### config.mk
export PLATFORM = sky130hd
export DESIGN_NAME = deq_front
export DESIGN_NICKNAME = d
export VERILOG_FILES = /design/src/design/deq_pkg.sv /design/src/design/deq_front.sv
export VERILOG_INCLUDE_DIRS = /design/src /design/src/design
export SDC_FILE = /design/constraint.sdc
export NUM_CORES = 1
export LEC_CHECK = 0
export BUFFER_PORTS_ARGS = -buffer_cell sky130_fd_sc_hd__buf_4
export CAP_MARGIN = 20
export CORE_ASPECT_RATIO = 0.9
export CORE_MARGIN = 2
export CORE_UTILIZATION = 46
export CTS_CLUSTER_DIAMETER = 100
export DETAILED_ROUTE_END_ITERATION = 12
export PLACE_DENSITY = 0.86
export SLEW_MARGIN = 20
export SYNTH_ARGS = -nofsm -noshare
export SYNTH_HDL_FRONTEND = slang
export SYNTH_SLANG_ARGS = --single-unit
### constraint.sdc
create_clock -name clock -period 5.1 [get_ports clock]
set_input_delay 1.02 -clock clock [delete_from_list [all_inputs] [get_ports clock]]
set_output_delay 1.02 -clock clock [all_outputs]
set_load 0.01 [all_outputs]
### src/design/double_ended_queue_defines.svh
// ----------------------------------------------------------------------------
// Double-ended queue assertion macros
// Shared concurrent assertion forms for the queue modules.
// ----------------------------------------------------------------------------
`ifndef DOUBLE_ENDED_QUEUE_DEFINES_SVH
`define DOUBLE_ENDED_QUEUE_DEFINES_SVH

// Same-cycle implication, disabled during reset
`define DEQ_ASSERT_NOW(label, clk, rst, ante, cons, msg) \
   label: assert property (@(posedge clk) disable iff (rst) (ante) |-> (cons)) \
      else $error(msg);

// Next-cycle implication, disabled during reset
`define DEQ_ASSERT_NEXT(label, clk, rst, ante, cons, msg) \
   label: assert property (@(posedge clk) disable iff (rst) (ante) |=> (cons)) \
      else $error(msg);

`endif

### src/design/deq_pkg.sv
// ----------------------------------------------------------------------------
// Double-ended queue package
// Action and status codes, field widths and the command passed front to back.
// ----------------------------------------------------------------------------
package deq_pkg;

   localparam int WORD_W    = 32;
   localparam int ACT_W     = 3;
   localparam int STAT_W    = 2;
   localparam int OCC_W     = 11;
   // widest store index over the supported depth range
   localparam int PTR_MAX_W = 16;

   localparam logic [WORD_W-1:0] NONE_WORD = '1;

   typedef enum logic [ACT_W-1:0] {
      ACT_PUSH_FRONT = 3'd0,
      ACT_PUSH_BACK  = 3'd1,
      ACT_POP_FRONT  = 3'd2,
      ACT_POP_BACK   = 3'd3,
      ACT_QUERY      = 3'd4
   } action_type;

   typedef enum logic [STAT_W-1:0] {
      STAT_OK    = 2'd0,
      STAT_EMPTY = 2'd1,
      STAT_FULL  = 2'd2
   } status_type;

   typedef struct packed {
      logic                 wr_en;
      logic [PTR_MAX_W-1:0] wr_addr;
      logic [WORD_W-1:0]    wr_data;
      logic                 pop_ok;
      logic [PTR_MAX_W-1:0] pop_addr;
      logic [PTR_MAX_W-1:0] head_addr;
      logic [PTR_MAX_W-1:0] tail_addr;
      status_type           status;
      logic [OCC_W-1:0]     occupancy;
      logic                 empty_flag;
   } op_type;

endpackage

### src/design/deq_front.sv
// ----------------------------------------------------------------------------
// Double-ended queue front end
// Accepts actions, updates head index and count, and issues store commands.
// ----------------------------------------------------------------------------
`include "double_ended_queue_defines.svh"

module deq_front #(
   parameter int DEPTH = 1024
) (
   input  logic                         clock,
   input  logic                         reset,
   input  logic                         req_valid,
   output logic                         req_stall,
   input  logic [deq_pkg::ACT_W-1:0]    req_action,
   input  logic signed [deq_pkg::WORD_W-1:0] req_push_value,
   input  logic                         cmd_full,
   output logic                         cmd_push,
   output deq_pkg::op_type              cmd_op
);
   import deq_pkg::*;

   localparam int IDX_W = (DEPTH > 1) ? $clog2(DEPTH) : 1;
   localparam int CNT_W = $clog2(DEPTH + 1);
   localparam int SUM_W = CNT_W + 1;
   localparam logic [SUM_W-1:0] DEPTH_S = SUM_W'(DEPTH);
   localparam logic [CNT_W-1:0] DEPTH_C = CNT_W'(DEPTH);

   logic [IDX_W-1:0] head_ff, head_in;
   logic [CNT_W-1:0] count_ff, count_in;
   logic             accept;
   logic             full, empty;
   logic [IDX_W-1:0] head_m1, head_p1, back_idx, append_idx, tail_idx;
   logic [IDX_W-1:0] wr_idx, pop_idx;
   logic             wr_en, pop_ok;
   status_type       status;

   // reduce a position below twice the depth into the ring
   function automatic logic [IDX_W-1:0] wrap_idx(input logic [SUM_W-1:0] p);
      if (p >= DEPTH_S) begin
         return IDX_W'(p - DEPTH_S);
      end
      return IDX_W'(p);
   endfunction

   assign req_stall = cmd_full;
   assign accept    = req_valid && !req_stall;
   assign full      = (count_ff == DEPTH_C);
   assign empty     = (count_ff == '0);

   // neighbor positions of the current ends
   assign head_m1 = (head_ff == '0) ? IDX_W'(DEPTH - 1) : head_ff - 1'b1;
   assign head_p1 = wrap_idx(SUM_W'(head_ff) + SUM_W'(1));
   assign append_idx = wrap_idx(SUM_W'(head_ff) + SUM_W'(count_ff));
   assign back_idx = wrap_idx(SUM_W'(head_ff) + SUM_W'(count_ff) - SUM_W'(1));

   // classify the action and work out the next head and count
   always_comb begin
      head_in  = head_ff;
      count_in = count_ff;
      wr_en    = 1'b0;
      pop_ok   = 1'b0;
      wr_idx   = head_ff;
      pop_idx  = head_ff;
      status   = STAT_OK;
      case (action_type'(req_action))
         ACT_PUSH_FRONT: begin
            if (full) begin
               status = STAT_FULL;
            end else begin
               head_in  = head_m1;
               wr_idx   = head_m1;
               wr_en    = 1'b1;
               count_in = count_ff + 1'b1;
            end
         end
         ACT_PUSH_BACK: begin
            if (full) begin
               status = STAT_FULL;
            end else begin
               wr_idx   = append_idx;
               wr_en    = 1'b1;
               count_in = count_ff + 1'b1;
            end
         end
         ACT_POP_FRONT: begin
            if (empty) begin
               status = STAT_EMPTY;
            end else begin
               pop_idx  = head_ff;
               pop_ok   = 1'b1;
               head_in  = head_p1;
               count_in = count_ff - 1'b1;
            end
         end
         ACT_POP_BACK: begin
            if (empty) begin
               status = STAT_EMPTY;
            end else begin
               pop_idx  = back_idx;
               pop_ok   = 1'b1;
               count_in = count_ff - 1'b1;
            end
         end
         default: begin
         end
      endcase
   end

   // back end of the queue after this action
   assign tail_idx = wrap_idx(SUM_W'(head_in) + SUM_W'(count_in) - SUM_W'(1));

   // build the store command
   always_comb begin
      cmd_op.wr_en      = wr_en;
      cmd_op.wr_addr    = PTR_MAX_W'(wr_idx);
      cmd_op.wr_data    = req_push_value;
      cmd_op.pop_ok     = pop_ok;
      cmd_op.pop_addr   = PTR_MAX_W'(pop_idx);
      cmd_op.head_addr  = PTR_MAX_W'(head_in);
      cmd_op.tail_addr  = PTR_MAX_W'(tail_idx);
      cmd_op.status     = status;
      cmd_op.occupancy  = OCC_W'(count_in);
      cmd_op.empty_flag = (count_in == '0);
   end

   assign cmd_push = accept;

   // advance queue state on each transfer
   always_ff @(posedge clock) begin
      if (reset) begin
         head_ff  <= '0;
         count_ff <= '0;
      end else if (accept) begin
         head_ff  <= head_in;
         count_ff <= count_in;
      end
   end

   `DEQ_ASSERT_NOW(a_count_bound, clock, reset, 1'b1, count_ff <= DEPTH_C,
      "word count above depth")
   `DEQ_ASSERT_NEXT(a_push_counts, clock, reset, accept && wr_en,
      count_ff == $past(count_ff) + 1'b1, "accepted push did not raise count")
   `DEQ_ASSERT_NEXT(a_pop_counts, clock, reset, accept && pop_ok,
      count_ff == $past(count_ff) - 1'b1, "accepted pop did not lower count")

endmodule

=== After elaboration in Yosys (flattened, before gate mapping) ===
Cells that the tools add are included.
W data, S select, Z words.

* Input port bits: 39
* Logic and storage cells: 60
* Register bits: 21
* Output and inout port bits: 114

* Magnitude comparators: 4
* Reductions and logical operators: 8
* Equal/unequal tests: 4
* Multiplexer cells: 30
* $add $sub $neg: 12

{| class="wikitable"
|+ Operators by type and width
! kind !! count
|-
| $mux W10 || 14
|-
| $sub A10 B1 Y10 const B || 5
|-
| $pmux W10 S2 || 2
|-
| $ge A12 B11 Y1 const B || 3
|-
| $add A10 B11 Y12 || 2
|-
| $sub A12 B1 Y12 const B || 2
|-
| $logic_not A11 Y1 || 2
|-
| $mux W11 || 2
|-
| $pmux W11 S2 || 1
|-
| $add A10 B1 Y11 const B || 1
|-
| $add A11 B1 Y11 const B || 1
|-
| $eq A11 B11 Y1 const B || 1
|-
| $ge A11 B11 Y1 const B || 1
|-
| $sub A11 B1 Y11 const B || 1
|-
| $logic_not A10 Y1 || 1
|-
| $mux W1 || 9
|-
| $eq A3 B2 Y1 const B || 2
|-
| $pmux W2 S2 || 1
|-
| $reduce_or A2 Y1 || 2
|-
| $eq A3 B1 Y1 const B || 1
|-
| $logic_not A3 Y1 || 1
|-
| $mux W2 || 1
|-
| $logic_and A1 B1 Y1 || 1
|-
| $logic_not A1 Y1 || 1
|}

=== Longest topological paths before layout ===
* Depth after elaboration: 11
* Gate-level depth with buffers: 21
* Depth with buffers taken out: 20

=== Worst setup path before layout ===
Ideal clock, no wire load.

* Path type: input port to output port
* From: input port req_action[2] in the netlist's numbering
* To: output port cmd_op[23] in the netlist's numbering
* Required time: 4080 ps
* Path buffers: 2
* Setup slack: -72 ps
* Stages on the path: 18
* Arrival time: 4152 ps
* Cell sequence: clkbuf_1 -> nor2_1 -> clkbuf_1 -> a21oi_1 -> a21oi_1 -> inv_1 -> ha_1 -> inv_1 -> ha_1 -> fa_1 -> a21oi_1 -> nor2_1 -> o21ai_0 -> a21oi_1 -> o21ai_0 -> nand2b_1 -> a21oi_1 -> xnor3_1

{| class="wikitable"
|+ RTL lines
! item !! RTL line !! text
|-
| from (decl) || deq_front.sv:14 || <nowiki>input logic [deq_pkg::ACT_W-1:0] req_action,</nowiki>
|-
| to (decl) || deq_front.sv:18 || <nowiki>output deq_pkg::op_type cmd_op</nowiki>
|}

==> impl_metrics.env <==
export IMPL_status="finished, final reports clean"
export IMPL_cts_hold_buf=0
export IMPL_pwr_share_comb=0.727
export IMPL_syn_inst=565
export IMPL_netSwitchingFraction=0.447
export IMPL_finalSetupTns_ns=0
export IMPL_syn_area_per_cell_sq_um=6.80
export IMPL_leakage_nw=2.20
export IMPL_clock_sinks=21
export IMPL_route_vias_total=4256
export IMPL_crit_fanout=7
export IMPL_critPathCaptureType="output port"
export IMPL_layout_setup_ws_ns=0.113
export IMPL_pwr_share_seq=0.164
export IMPL_relSlewSlack=0.404
export IMPL_dp_slack_ns=-0.111
export IMPL_crit_required_ns=4.08
export IMPL_synth_area_leader_cell="buf_4"
export IMPL_antenna_found_initial=0
export IMPL_cts_max_path_buffers=2
export IMPL_drtIter0Drc=645
export IMPL_groute_usage_overall=0.266
export IMPL_max_freq_ghz=0.201
export IMPL_cts_made_buffers=3
export IMPL_synth_area_leaders="buf_4, dfxtp_1, ha_1, a21oi_1, nor2_1"
export IMPL_rsz0062_at_grt="true"
export IMPL_num_rows=31
export IMPL_intPower_uw=607
export IMPL_final_max_slew_viol_count=0
export IMPL_cts_root_buf="clkbuf_8"
export IMPL_finalWirelength_mm=12.6
export IMPL_first_pass_iters=6
export IMPL_io_pins=153
export IMPL_area_delta_synth_final_pct=20.5
export IMPL_yosysWarnings=0
export IMPL_grt_max_degree=29
export IMPL_grt_pass1_wl_mm=19.6
export IMPL_via_per_inst=5.79
export IMPL_seq_area_frac_synth=0.109
export IMPL_ant_nets=0
export IMPL_synth_common_cells="buf_4, nor2_1, a21oi_1, inv_1, nand2_1"
export IMPL_yosysMostFrequentCell="buf_4"
export IMPL_synth_seq_cells=21
export IMPL_setup_viol=0
export IMPL_gr_total_overflow=0
export IMPL_crit_type="in -> out"
export IMPL_num_antenna_cells=0
export IMPL_synth_edf_count=0
export IMPL_synth_cell_types=73
export IMPL_powerDensity_mw_per_mm2=237
export IMPL_skew_ns=0.00911
export IMPL_worstHoldPathType="reg -> reg"
export IMPL_maxCapViolations=0
export IMPL_wl_per_cell_microns=17.2
export IMPL_fin_util=0.574
export IMPL_clock_latency_ns=0.28
export IMPL_drc=0
export IMPL_tightest_slew_ns=0.887
export IMPL_synthFlopType="dfxtp_1"
export IMPL_finalHoldViolCount=0
export IMPL_dp_hpwl_mm=9.93
export IMPL_grt_pass1_vias=3858
export IMPL_start_util=0.476
export IMPL_peakVddDrop_uv=266
export IMPL_fin_crit_sh=0.978
export IMPL_n_fill_cell=790
export IMPL_cts_tree="done"
export IMPL_critPathLaunchType="primary input"
export IMPL_syn_area_sq_mm=0.00384
export IMPL_die_area_sq_mm=0.00910
export IMPL_async_flop_share=0
export IMPL_gp_congestion=0.959
export IMPL_place_area_sq_mm=0.00441
export IMPL_cts_clk_slew_worst_paths_ns=0.09
export IMPL_core_area_sq_mm=0.00807
export IMPL_nNetsFinal=711
export IMPL_yosys_area_top_type_share=0.119
export IMPL_chipHeight_microns=90.7
export IMPL_htreeDepth=1
export IMPL_cp_arrival_ns=3.97
export IMPL_drive_gt1_frac=0.283
export IMPL_final_cell_area_sq_mm=0.00463
export IMPL_die_width_microns=100
export IMPL_clkPwrFrac=0.109
export IMPL_switchingPower_uw=491
export IMPL_port_buffers=64
export IMPL_fin_crit_ns=4.99
[layer usage]
metal  vias up  global-route usage  routed length (microns)
li1       2029                   -                        -
met1      1997               0.377                     5630
met2       208               0.432                     5720
met3        22              0.0263                     1070
met4         0              0.0651                      185
met5         -                   0                        0
[power groups by stage]
stage,clock network (mW),logic [mW],registers (mW)
5_1_grt,0.127,0.868,0.181
6_report,0.119,0.798,0.180
4_1_cts,0.121,0.769,0.180
3_5_place_dp,0,0.749,0.183
2_1_floorplan,0,0.490,0.182
3_3_place_gp,0,0.738,0.183
[cell type report]
cell class / count / area, sq um / share of cell area
multi-input cells: 423 / 2810 / 0.607
repair buffers: 136 / 1030 / 0.223
flip-flops and latches: 21 / 424 / 0.0916
inverters: 52 / 195 / 0.0422
well taps: 99 / 124 / 0.0268
clock buffers: 4 / 45.0 / 0.00973
[final timing paths]
check	slack (ns)	startpoint	endpoint	cells past startpoint
min	0.54	count_ff[10]	count_ff[10]	2
max	0.11	req_action[2]	cmd_op[23]	17
min reg2reg	0.54	count_ff[10]	count_ff[10]	2
max reg2reg	2.47	count_ff[6]	head_ff[9]	10
[cells by family (layout without fill, tap and decap cells)]
family	count (synthesis)	after routing	synth area share
AND/OR/NAND/NOR	184	184	0.240
XOR/XNOR	34	34	0.0811
buffers and inverters	144	192	0.204
multiplexers	2	2	0.00521
adder cells (fa/ha/maj)	35	35	0.118
other	1	24	0.000977
flip-flops	21	21	0.109
AO/OA/AOI/OAI	144	144	0.240
[worst max-delay path, cell delays in order]
cell,delay (ns)
buf_4,0.14
nand3b_1,0.19
buf_4,0.19
or4_1,0.49
o21ai_2,0.09
xor2_1,0.27
inv_1,0.08
ha_1,0.28
inv_1,0.04
ha_1,0.30
inv_1,0.08
a21oi_1,0.05
o21ai_1,0.14
nand2b_1,0.08
a21oi_2,0.14
xnor3_1,0.23
buf_4,0.16
[registers in the layout (all words and copies together) (netlist names)]
name      flops
head_ff      10
count_ff     11
[repair_timing]
| item | 4_1_cts | 5_1_grt |
|---|---|---|
| pin swaps | 6 | 11 |
| setup buffers | 6 | 4 |
| resized for setup | 12 | 16 |
| setup endpoints to repair | 1 | 2 |
[per-stage QoR]
step	total power, mW	hold slack, ns	instances
floorplan	0.672	0.478	588
CTS	1.07	0.539	731
finish	1.10	0.540	735
detailed placement	0.932	0.524	721
global route	1.18	0.583	735
global placement	0.921	0.516	721
[placed cells by master (no fill, tap or decap), types with 6 or more instances in the layout]
cell | Yosys | final
buf_4 | 61 | 133
nor2_1 | 56 | 56
inv_1 | 47 | 47
nand2_1 | 47 | 46
a21oi_1 | 47 | 42
ha_1 | 33 | 32
o21ai_0 | 28 | 24
conb_1 | 1 | 24
xnor2_1 | 22 | 22
dfxtp_1 | 21 | 18
nand3_1 | 16 | 16
nor3_1 | 16 | 16
a211oi_1 | 13 | 12
xor2_1 | 11 | 11
a31oi_1 | 7 | 7
nand4_1 | 6 | 6
a21oi_2 | 1 | 6
o31ai_1 | 6 | 6
Power figures use the tool's default switching activity.
