File: src/design/double_ended_queue_defines.svh
// ----------------------------------------------------------------------------
// Double-ended queue assertion macros
// Shared concurrent assertion forms for the queue modules.
// ----------------------------------------------------------------------------
`ifndef DOUBLE_ENDED_QUEUE_DEFINES_SVH
`define DOUBLE_ENDED_QUEUE_DEFINES_SVH

// Same-cycle implication, disabled during reset
`define DEQ_ASSERT_NOW(label, clk, rst, ante, cons, msg) \
   label: assert property (@(posedge clk) disable iff (rst) (ante) |-> (cons)) \
      else $error(msg);

// Next-cycle implication, disabled during reset
`define DEQ_ASSERT_NEXT(label, clk, rst, ante, cons, msg) \
   label: assert property (@(posedge clk) disable iff (rst) (ante) |=> (cons)) \
      else $error(msg);

`endif

File: src/design/deq_pkg.sv
// ----------------------------------------------------------------------------
// Double-ended queue package
// Action and status codes, field widths and the command passed front to back.
// ----------------------------------------------------------------------------
package deq_pkg;

   localparam int WORD_W    = 32;
   localparam int ACT_W     = 3;
   localparam int STAT_W    = 2;
   localparam int OCC_W     = 11;
   // widest store index over the supported depth range
   localparam int PTR_MAX_W = 16;

   localparam logic [WORD_W-1:0] NONE_WORD = '1;

   typedef enum logic [ACT_W-1:0] {
      ACT_PUSH_FRONT = 3'd0,
      ACT_PUSH_BACK  = 3'd1,
      ACT_POP_FRONT  = 3'd2,
      ACT_POP_BACK   = 3'd3,
      ACT_QUERY      = 3'd4
   } action_type;

   typedef enum logic [STAT_W-1:0] {
      STAT_OK    = 2'd0,
      STAT_EMPTY = 2'd1,
      STAT_FULL  = 2'd2
   } status_type;

   typedef struct packed {
      logic                 wr_en;
      logic [PTR_MAX_W-1:0] wr_addr;
      logic [WORD_W-1:0]    wr_data;
      logic                 pop_ok;
      logic [PTR_MAX_W-1:0] pop_addr;
      logic [PTR_MAX_W-1:0] head_addr;
      logic [PTR_MAX_W-1:0] tail_addr;
      status_type           status;
      logic [OCC_W-1:0]     occupancy;
      logic                 empty_flag;
   } op_type;

endpackage

File: src/design/deq_cmd_fifo.sv
// ----------------------------------------------------------------------------
// Double-ended queue command queue
// Two-entry queue of store commands between the front and back ends.
// ----------------------------------------------------------------------------
module deq_cmd_fifo (
   input  logic            clock,
   input  logic            reset,
   input  logic            push,
   input  deq_pkg::op_type push_op,
   input  logic            pop,
   output logic            full,
   output logic            empty,
   output deq_pkg::op_type head_op
);
   import deq_pkg::*;

   op_type      entry_ff [2];
   logic        wr_ptr_ff, rd_ptr_ff;
   logic [1:0]  count_ff;

   assign full    = (count_ff == 2'd2);
   assign empty   = (count_ff == 2'd0);
   assign head_op = entry_ff[rd_ptr_ff];

   // hold entries
   always_ff @(posedge clock) begin
      if (push) begin
         entry_ff[wr_ptr_ff] <= push_op;
      end
   end

   // advance pointers and count
   always_ff @(posedge clock) begin
      if (reset) begin
         wr_ptr_ff <= 1'b0;
         rd_ptr_ff <= 1'b0;
         count_ff  <= 2'd0;
      end else begin
         if (push) begin
            wr_ptr_ff <= ~wr_ptr_ff;
         end
         if (pop) begin
            rd_ptr_ff <= ~rd_ptr_ff;
         end
         if (push && !pop) begin
            count_ff <= count_ff + 2'd1;
         end else if (pop && !push) begin
            count_ff <= count_ff - 2'd1;
         end
      end
   end

endmodule

File: config.mk
export PLATFORM = sky130hd
export DESIGN_NAME = deq_cmd_fifo
export DESIGN_NICKNAME = d
export VERILOG_FILES = /design/src/design/double_ended_queue_defines.svh /design/src/design/deq_pkg.sv /design/src/design/deq_cmd_fifo.sv
export SDC_FILE = /design/constraint.sdc
export NUM_CORES = 1
export LEC_CHECK = 0
export ABC_AREA = 1
export BUFFER_PORTS_ARGS = -buffer_cell sky130_fd_sc_hd__buf_2
export CORE_MARGIN = 5
export CORE_UTILIZATION = 35
export DETAILED_ROUTE_END_ITERATION = 7
export GPL_TIMING_DRIVEN = 0
export HOLD_SLACK_MARGIN = 0.06
export PLACE_DENSITY = 0.53
export SYNTH_ARGS = -nofsm -noshare
export SYNTH_HDL_FRONTEND = slang
export SYNTH_SLANG_ARGS = --single-unit
File: constraint.sdc
create_clock -name clock -period 12.63 [get_ports clock]
set_input_delay 1.8945 -clock clock [delete_from_list [all_inputs] [get_ports clock]]
set_output_delay 1.8945 -clock clock [all_outputs]
set_load 0.03 [all_outputs]
== Word-level counts from Yosys, hierarchy flattened ==
Memories as Yosys holds them, arrays and structs flattened. A register that Yosys moved wholly into a read port is not among the register bits.
Index checks and enable logic that the tools add are counted.
W data, S select, Z words.

* Memories kept: 1
* Flip-flop bits (word level): 4
* Bits in writable memories: 224

{| class="wikitable"
|+ Memory list
! name !! depth !! bits a word !! rd ports !! clocked after Yosys merged registers in !! write ports !! line !! text
|-
| entry_ff || 2 || 112 || 1 || 1 || 1 || deq_cmd_fifo.sv:17 || <nowiki>op_type entry_ff [2];</nowiki>
|}

* Reduce and logical (&&, ||, !) cells: 6
* Multiplexer cells: 6
* Equality and inequality tests: 1
* $add $sub $neg: 2
* Bitwise gates (word level): 2

{| class="wikitable"
|+ Operators by type and width
! operator !! number
|-
| $mux W1 || 4
|-
| $mux W2 || 2
|-
| $add A2 B1 Y2 const B || 1
|-
| $eq A2 B2 Y1 const B || 1
|-
| $logic_and A1 B1 Y1 || 2
|-
| $logic_not A1 Y1 || 2
|-
| $logic_not A2 Y1 || 1
|-
| $not A1 Y1 || 2
|-
| $reduce_bool A2 Y1 || 1
|-
| $sub A2 B1 Y2 const B || 1
|}

== Logic depth before layout (Yosys ltp) ==
Gate-level depths: netlist of run 1.

* Depth after elaboration: 4
* Mapped depth: 8

== Worst setup path after synthesis of run 1 ==
No wires, ideal clock.

* Path kind: input-to-reg
* Start point: in push
* End point: mem entry_ff[0][0] in the netlist's numbering, enable pin
* Data arrival time: 6621 ps
* Library setup time: 587 ps
* Path buffers: 0
* Stages: 2
* Required time: 12043 ps
* Path slack: 5422 ps
* Cell sequence: inv_1 -> nor2_1

* Word-level cells in the longest chain between the ends: 2

{| class="wikitable"
|+ Ends and longest elaborated chain
! element !! line !! text
|-
| from (decl) || deq_cmd_fifo.sv:8 || <nowiki>input logic push,</nowiki>
|-
| $mux W1 || deq_cmd_fifo.sv:27 || <nowiki>if (push) begin</nowiki>
|-
| $mux W1 (not written as such) || deq_cmd_fifo.sv:28 || <nowiki>entry_ff[wr_ptr_ff] <= push_op;</nowiki>
|-
| to (decl) || deq_cmd_fifo.sv:17 ||
|}

No other way between the ends.

==> reports/metrics.yaml, run 1 <==
outcome: "complete, no violations"
fin_nets: 759
totalNegativeSetupSlack_ns: 0
crit_chain: "buf_4 > buf_6 > mux2_2 > buf_2"
slowest_stage: "dfxtp_1"
cts_resized: 0
drv_cap: 0
period_needed_ns: 3.806
clkTransAtPathRegs_ns: 0.05
synth_most_common_cell: "edfxtp_1"
fp.dieH_um: 164.2
hold_start: "rd_ptr_ff"
synth_cells: 381
drv_slew: 0
cts_buffers: 24
syn_area_um2: 8327
final_cells: 976
r2r_end: "entry_ff[1][61]"
fin_area_um2: 10810
cp.depth: 4
p_per_area_nw_per_um2: 167.7
drc: 0
synthXorXnorAreaFrac: 0.001052
avgSynthCellArea_um2: 21.85
placed_cell_area_um2: 10040
critPathLaunchType: "register"
synth_top_family_by_area: "multiplexers"
yosysSeqAreaShare: 0.8198
setup_viol_count_final: 0
finalPower_mw: 1.812
synthTopCellsByArea: "edfxtp_1 81%, mux2_2 15%, dfxtp_1 1.2%"
antenna_found_initial: 3
routed-via-count: 4378
synth_compound_area_frac: 0.001202
insertion_delay_ns: 0.50
cts_hold_buf: 0
hold_depth: 2
synth.distinct_cells: 16
clockBufferDepth: 3
yosys_warnings: 0
grt_pass1_vias: 4787
endpoint_kind: "primary output"
grt_usage: 0.1194
coreArea_um2: 23470
fmax_ghz: 0.2627
htree_levels: 1
row_count: 56
wirelength_mm: 16.84
cp_data_required_time_ns: 10.74
p_leak_nw: 4.057
r2r_slack_ns: 11.02
viasPerCell: 4.486
ios: 230
dp_cells: 935
path_delay_family: "buffers and inverters"
syn_to_final_growth_pct: 29.78
wire_per_inst_um: 17.26
antenna_left: 0
clock_skew_ns: 0.003646
synth_edf_count: 224
irDropWorstVdd_uv: 89.91
relSlewSlack: 0.6142
synth_largest_area_cell: "edfxtp_1"
fin_crit_sh: 0.3013
crit_type: "register to primary output"
critical_path_buf_inv_count: 3
first_pass_iters: 4
drt_iter0_drc: 136
hold_class: "register to register"
slowest_delay_ns: 0.39
drive_gt1_frac: 0.5945
dpl_worst_slack_ns: 9.277
synth_nets: 498
grt-ovfl-total: 0
cts_setup_buffers: 0
yosys.area.top_type_share: 0.8078
clock-sinks: 229
worst-path-max-fanout: 10
max_slew.worst_pin.slew_ns: 0.5774
cts_tree: "built"
r2r-start: "wr_ptr_ff"
ys_seq_elements: 229
synth_simple_gate_area_share: 0.007363
setup_ws_ns: 8.824
start_util: 0.3547
rsz0062_at_grt: "no"
io_buffer_count: 229
clock-root-buffer: "clkbuf_16"
reg2reg_depth: 3
holdPathEnd: "rd_ptr_ff"
synth_adder_area_share: 0.001503
synthArstFlopShare: 0
dieArea_um2: 26970
dpl.hpwl_mm: 11.80
synth-main-ff-cell: "edfxtp_1"
synthTopCellsByCount: "224 x edfxtp_1, 112 x mux2_2, 9 x inv_1"
muxShareOfSynthArea: 0.1515
grt_pass1_wl_mm: 25.30
finalHoldViolCount: 0
die_w_um: 164.2
grt_max_degree: 77
gp_congestion: 0.6979
critPathArrivalTime_ns: 1.91
per-stage QoR:
| step | hold slack [ns] | util |
|---|---|---|
| detailed placement | 0.4962 | 0.4278 |
| global placement | 0.4943 | 0.4206 |
| global route | 0.5458 | 0.4604 |
| CTS | 0.5144 | 0.4603 |
| floorplan | 0.4799 | - |
| finish | 0.5118 | 0.4604 |
state kept, by name, summed over array words and instances, names as in the netlist, named ones only:
name / cells
entry_ff: 224
count_ff: 2
rd_ptr_ff: 1
wr_ptr_ff: 1
logic make-up (layout without fill, tap and decap cells):
group,Yosys count,in the layout
AOI/OAI and AO/OA,2,2
xor gates and xnor gates,1,1
adders and majority gates,1,1
buffers and inverters,21,296
DFF,229,229
muxes,112,112
other,0,1
and+or+nand+nor,15,15
cell type report:
class                   count  area, µm²
repair buffers            235       1304
diodes                      1      2.502
clock inverters            11      121.4
well taps                 319      399.1
clock buffers              29      640.6
multi-input cells         131       1361
inverters                   9      38.79
plain buffers              12      112.6
fillers                  2062      12670
flip-flops and latches    229       6827
worst max path at each step:
stage                     startpoint  slack [ns]               to
final                       register        8.82      head_op[97]
after global routing        register        8.69     head_op[102]
after CTS                   register        8.71     head_op[102]
after detailed placement    register        9.28     head_op[102]
after global placement          push        2.49  entry_ff[0][61]
after floorplan                 push        5.42   entry_ff[0][0]
power breakdown:
group / internal, mW / total (mW) / leakage (nW) / switching, mW
sequential: 0.880 / 0.889 / 2.14 / 0.00878
combinational: 0.0894 / 0.242 / 1.54 / 0.152
clock: 0.417 / 0.682 / 0.370 / 0.265
total: 1.39 / 1.81 / 4.06 / 0.426
worst register-to-register path: cells and delay by family, from the launching register on:
kind | cells | cell delay (ns)
flip-flops | 1 | 0.38
buffers and inverters | 2 | 0.71
AND/OR/NAND/NOR | 1 | 0.13
layer usage:
metal	up-vias	GRT usage	share of wire
li1	2026	-	-
met1	2157	0.1322	0.37
met2	157	0.2126	0.51
met3	34	0.04442	0.094
met4	4	0.03812	0.024
met5	-	0	0.0012
cells in the final DEF, fill, tap and decap left out, drive strengths merged:
cell type,netlist,routed
a21oi,1,1
buf,12,247
o21ai,1,1
bufinv,0,3
ha,1,1
nand3,1,1
nor3,1,1
dfxtp,5,5
nand4,1,1
xnor2,1,1
inv,9,9
mux2,112,112
clkbuf,0,29
edfxtp,224,224
diode,0,1
nand2,5,5
clkinv,0,8
nor2,7,7
Power figures use the tool's default switching activity.
==> run 2, diff against run 1 <==
Clock period 12.63 ns to 3.97 ns, I/O delays scaled along.
==> reports/metrics.yaml, run 2 (same netlist as run 1, synthesis figures left out) <==
drv_slew: 0  # unchanged
clkTransAtPathRegs_ns: 0.06  # about the same
slowest_stage: "dfxtp_1"
placed_cell_area_um2: 9972  # -0.70%
fp.dieH_um: 164.2  # unchanged
diodes: 0  # -1
mostFrequentLayoutCell: "buf_2"
wire_per_inst_um: 17.18  # -0.42%
r2r_end: "entry_ff[1][33]"
r2r-start: "wr_ptr_ff"
setup_viol_count_final: 0  # unchanged
grt_max_degree: 85  # +10%
drv_cap: 0  # unchanged
routed-via-count: 4346  # -0.73%
fin_crit_sh: 0.6239
reg.largest.list: "entry_ff x224, count_ff x2"
gp_congestion: 0.7051  # +1.0%
crit_type: "register to primary output"
largest_register_ffs: 224  # unchanged
irDropWorstVdd_uv: 296.7  # +230%
rsz0062_at_grt: "no"
crit_path_end: "head_op[78]"
cp_data_required_time_ns: 3.37  # -7.37 ns
period_needed_ns: 2.477
worst-path-max-fanout: 10  # unchanged
p_per_area_nw_per_um2: 531.0  # +220%
critPathArrivalTime_ns: 1.88  # -0.03 ns
cts_hold_buf: 0  # unchanged
finalHoldViolCount: 0  # unchanged
grt-ovfl-total: 0  # unchanged
dpl.hpwl_mm: 11.55  # -2.1%
dpl_worst_slack_ns: 1.886  # -7.391 ns
fillCellCount: 2108  # +2.2%
start_util: 0.3547  # unchanged
dp_cells: 933  # -0.21%
dieArea_um2: 26970  # unchanged
antenna_left: 0  # unchanged
row_count: 56  # unchanged
die_w_um: 164.2  # unchanged
final_cell_mix: "232 x buf_2, 224 x edfxtp_1, 112 x mux2_2"
htree_levels: 1  # unchanged
max_slew.worst_pin.slew_ns: 0.7721  # +0.1947 ns
sw_frac_of_total: 0.2354  # +0.0003939
cts_buffers: 25  # +4.2%
outcome: "complete, no violations"
top_register: "entry_ff"
fmax_ghz: 0.4037
drc: 0  # unchanged
fin_nets: 758  # -0.13%
p_sw_mw: 1.340  # +210%
grt_pass1_vias: 4745  # -0.88%
setup_ws_ns: 1.493  # -7.331 ns
hold_class: "input pin to register"
drt_iter0_drc: 157  # +15%
cts_setup_buffers: 0  # unchanged
grt_usage: 0.1190  # -0.0004089
critPathLaunchType: "register"
clock-sinks: 229  # unchanged
antenna_found_initial: 1  # -2
fin_area_um2: 10720  # -0.80%
ios: 230  # unchanged
drive_gt1_frac: 0.5960  # +0.001524
cts_tree: "built"
final_cells: 975  # -0.10%
clock-root-buffer: "clkbuf_16"
slowest_delay_ns: 0.37  # -0.02 ns
combPwrFrac: 0.133  # about the same
reg2reg_depth: 3  # unchanged
clockBufferDepth: 3  # unchanged
io_buffer_count: 229  # unchanged
grt_pass1_wl_mm: 25.21  # -0.33%
endpoint_kind: "primary output"
clock_skew_ns: 0.01095  # +0.007299 ns
internal_power_mw: 4.352  # +210%
cts_resized: 0  # unchanged
pwr-share-seq: 0.497  # +0.007
crit_chain: "buf_4 > buf_6 > mux2_2 > buf_2"
syn_to_final_growth_pct: 28.75
relSlewSlack: 0.4840  # -0.1301
coreArea_um2: 23470  # unchanged
viasPerCell: 4.457  # -0.63%
power_frac_clock: 0.370  # -0.006
first_pass_iters: 4  # unchanged
wirelength_mm: 16.75  # -0.52%
insertion_delay_ns: 0.50  # about the same
p_leak_nw: 4.024  # -0.81%
r2r_slack_ns: 2.36  # -8.66 ns
fin_util: 0.4567  # -0.003678
-- run 2: cell count changes in the layout (fill, tap and decap cells not counted) --
| cell | before | now |
|---|---|---|
| diode_2 | 1 | 0 |
| clkbuf_1 | 4 | 8 |
| clkinv_1 | 7 | 2 |
| bufinv_16 | 3 | 2 |
| buf_12 | 1 | 3 |
| buf_16 | 5 | 1 |
| clkinv_2 | 1 | 5 |
-- run 2: layout make-up --
| cell class | instances | area (µm²) | share of cell area |
|---|---|---|---|
| Timing Repair Buffer | 233 | 1234 | 0.1151 |
| Buffer | 12 | 112.6 | 0.01050 |
| Sequential cell | 229 | 6827 | 0.6368 |
| Inverter | 9 | 38.79 | 0.003618 |
| Clock inverter | 9 | 92.59 | 0.008637 |
| Multi-Input combinational cell | 131 | 1361 | 0.1270 |
| Tap cell | 319 | 399.1 | 0.03723 |
| Clock buffer | 33 | 655.6 | 0.06116 |
-- run 2: layer usage --
metal / wire (µm) / vias to the layer above / part of all wire / GRT usage
li1: - / 2014 / - / -
met1: 6643 / 2134 / 0.40 / 0.1430
met2: 7988 / 168 / 0.48 / 0.1985
met3: 1820 / 28 / 0.11 / 0.04918
met4: 289 / 2 / 0.017 / 0.03164
met5: 13 / - / 0.00078 / 0
-- run 2: critical path: cells and delay by family, from the launching register on --
| kind | cells | cell delay [ns] |
|---|---|---|
| multiplexers | 1 | 0.35 |
| flip-flops | 1 | 0.37 |
| buffers and inverters | 3 | 0.66 |
-- run 2: worst min-delay path by stage --
stage	cells past startpoint	start	end	slack [ns]
floorplan	2	rd_ptr_ff	register	0.48
CTS	1	push_op[3]	entry_ff[0][3]	0.25
finish	1	push_op[3]	entry_ff[1][3]	0.28
detailed placement	2	rd_ptr_ff	register	0.51
global route	1	push_op[67]	entry_ff[0][67]	0.25
global placement	2	rd_ptr_ff	rd_ptr_ff	0.50
-- run 2: power by group through the flow --
stage / clock [mW] / sequential, mW / combinational (mW)
after floorplan: 0 / 2.88 / 0.508
after detailed placement: 0 / 2.88 / 0.770
after global routing: 2.30 / 2.84 / 0.807
after CTS: 2.20 / 2.83 / 0.774
after global placement: 0 / 2.89 / 0.745
final: 2.11 / 2.83 / 0.756
-- run 2: metrics by stage --
stage               power [mW]  setup TNS (ns)  hold WS (ns)
global route             5.943               0        0.2459
finish                   5.692               0        0.2767
CTS                      5.803               0        0.2452
detailed placement       3.649               0        0.5076
floorplan                3.389               0        0.4799
global placement         3.636         -281.61        0.4963
==> run 3, diff against run 2 <==
Clock period 3.97 ns to 2.5 ns, I/O delays scaled along.
==> reports/metrics.yaml, run 3 (same netlist as run 1, synthesis figures left out) <==
dieArea_um2: 26970  # unchanged
p_per_area_nw_per_um2: 800.8  # +51%
coreArea_um2: 23470  # unchanged
fin_area_um2: 11990  # +12%
routed-via-count: 4797  # +10%
htree_levels: 1  # unchanged
clock-root-buffer: "clkbuf_16"
fp.dieH_um: 164.2  # unchanged
cp_data_required_time_ns: 2.12  # -1.25 ns
clock_skew_ns: 0.01002  # -0.0009230 ns
setup_viol_count_final: 0  # unchanged
final_cells: 1092  # +12%
antenna_left: 0  # unchanged
placed_cell_area_um2: 10010  # +0.41%
ios: 230  # unchanged
clock-sinks: 229  # unchanged
drv_cap: 0  # unchanged
wire_per_inst_um: 16.70  # -2.8%
relSlewSlack: 0.4025  # -0.08155
outcome: "complete, no violations"
viasPerCell: 4.393  # -1.4%
antenna_found_initial: 0  # -1
insertion_delay_ns: 0.51  # about the same
drc: 0  # unchanged
die_w_um: 164.2  # unchanged
io_buffer_count: 229  # unchanged
period_needed_ns: 2.287
hold_class: "input pin to register"
grt_pass1_wl_mm: 27.74  # +10%
p_leak_nw: 4.558  # +13%
endpoint_kind: "primary output"
diodes: 0  # unchanged
finalPower_mw: 9.605  # +69%
grt_max_degree: 40  # -53%
fin_nets: 873  # +15%
start_util: 0.3547  # unchanged
cts_setup_buffers: 0  # unchanged
clockBufferDepth: 3  # unchanged
reg.largest.list: "entry_ff x224, count_ff x2"
dp_cells: 935  # +0.21%
drt_iter0_drc: 189  # +20%
cts_resized: 0  # unchanged
largest_register_ffs: 224  # unchanged
dpl.hpwl_mm: 12.08  # +4.6%
wirelength_mm: 18.23  # +8.8%
drive_gt1_frac: 0.5188  # -0.07728
grt-ovfl-total: 0  # unchanged
totalNegativeSetupSlack_ns: 0  # unchanged
reg2reg_depth: 3  # unchanged
critPathLaunchType: "register"
critPathArrivalTime_ns: 1.91  # +0.03 ns
max_slew.worst_pin.slew_ns: 0.8944  # +0.1223 ns
whs_ns: 0.1603  # -0.1164 ns
cts_tree: "built"
row_count: 56  # unchanged
mostFrequentLayoutCell: "buf_2"
top_register: "entry_ff"
crit_type: "register to primary output"
grt_usage: 0.1307  # +0.01170
syn_to_final_growth_pct: 44.04
worst-path-max-fanout: 10  # unchanged
final_cell_mix: "232 x buf_2, 224 x edfxtp_1, 113 x dlygate4sd3_1"
cts_buffers: 25  # unchanged
drv_slew: 0  # unchanged
grt_pass1_vias: 5477  # +15%
irDropWorstVdd_uv: 521.0  # +76%
finalHoldViolCount: 0  # unchanged
fmax_ghz: 0.4373
gp_congestion: 0.7178  # +1.8%
hold_depth: 3  # +2
first_pass_iters: 4  # unchanged
clkTransAtPathRegs_ns: 0.05  # about the same
fin_crit_sh: 0.9147
rsz0062_at_grt: "no"
==> run 3: cell count changes in the layout (fill, tap and decap cells not counted) <==
cell           previous run  this run
clkinv_2                  5         6
bufinv_16                 2         5
clkinv_4                  0         1
nand2_1                   5         4
clkinv_1                  2         3
dlygate4sd3_1             0       113
clkinvlp_4                0         2
nand2_2                   0         1
clkbuf_1                  8         2
buf_12                    3         5
==> run 3: area by class of cell <==
| class | instances | area [µm²] |
|---|---|---|
| Tap cell | 319 | 399.1 |
| Inverter | 9 | 37.54 |
| Sequential cell | 229 | 6827 |
| Timing Repair Buffer | 348 | 2405 |
| Buffer | 12 | 112.6 |
| Fill cell | 1960 | 11480 |
| Clock inverter | 17 | 216.5 |
| Multi-Input combinational cell | 131 | 1364 |
| Clock buffer | 27 | 633.1 |
==> run 3: routing by layer <==
metal  up-vias  global-route usage  wire [µm]
li1       2255                   -          -
met1      2344              0.1413       6772
met2       169              0.2440       9473
met3        29             0.04391       1662
met4         0             0.03355        323
met5         -                   0          0
==> run 3: report_power, final <==
group          internal [mW]  switching, mW
logic                  0.559          0.799
clock network           2.34           1.42
registers               4.45         0.0455
total                   7.34           2.26
==> run 3: per-stage QoR <==
step | setup slack (ns) | utilization
floorplan | 0.01797 | -
global placement | -1.148 | 0.4212
detailed placement | 0.3449 | 0.4266
CTS | 0.09386 | 0.5110
global route | 0.03906 | 0.5110
finish | 0.2132 | 0.5110
==> run 3: critical path, stage by stage (launching register included) <==
cell,delay [ns]
dfxtp_1,0.38
buf_4,0.28
buf_6,0.21
mux2_2,0.34
buf_2,0.19
==> run 3: repair_timing <==
| item | in CTS | in global routing |
|---|---|---|
| hold buffers | 113 | 0 |
| hold endpoints to repair | 227 | 0 |
| endpoints found under the setup margin | 0 | 0 |
==> run 3: worst paths after layout <==
check / startpoint / end / slack [ns]
min: pop / rd_ptr_ff / 0.16
min reg2reg: rd_ptr_ff / rd_ptr_ff / 0.53
max: register / head_op[68] / 0.21
max reg2reg: wr_ptr_ff / entry_ff[1][58] / 0.58
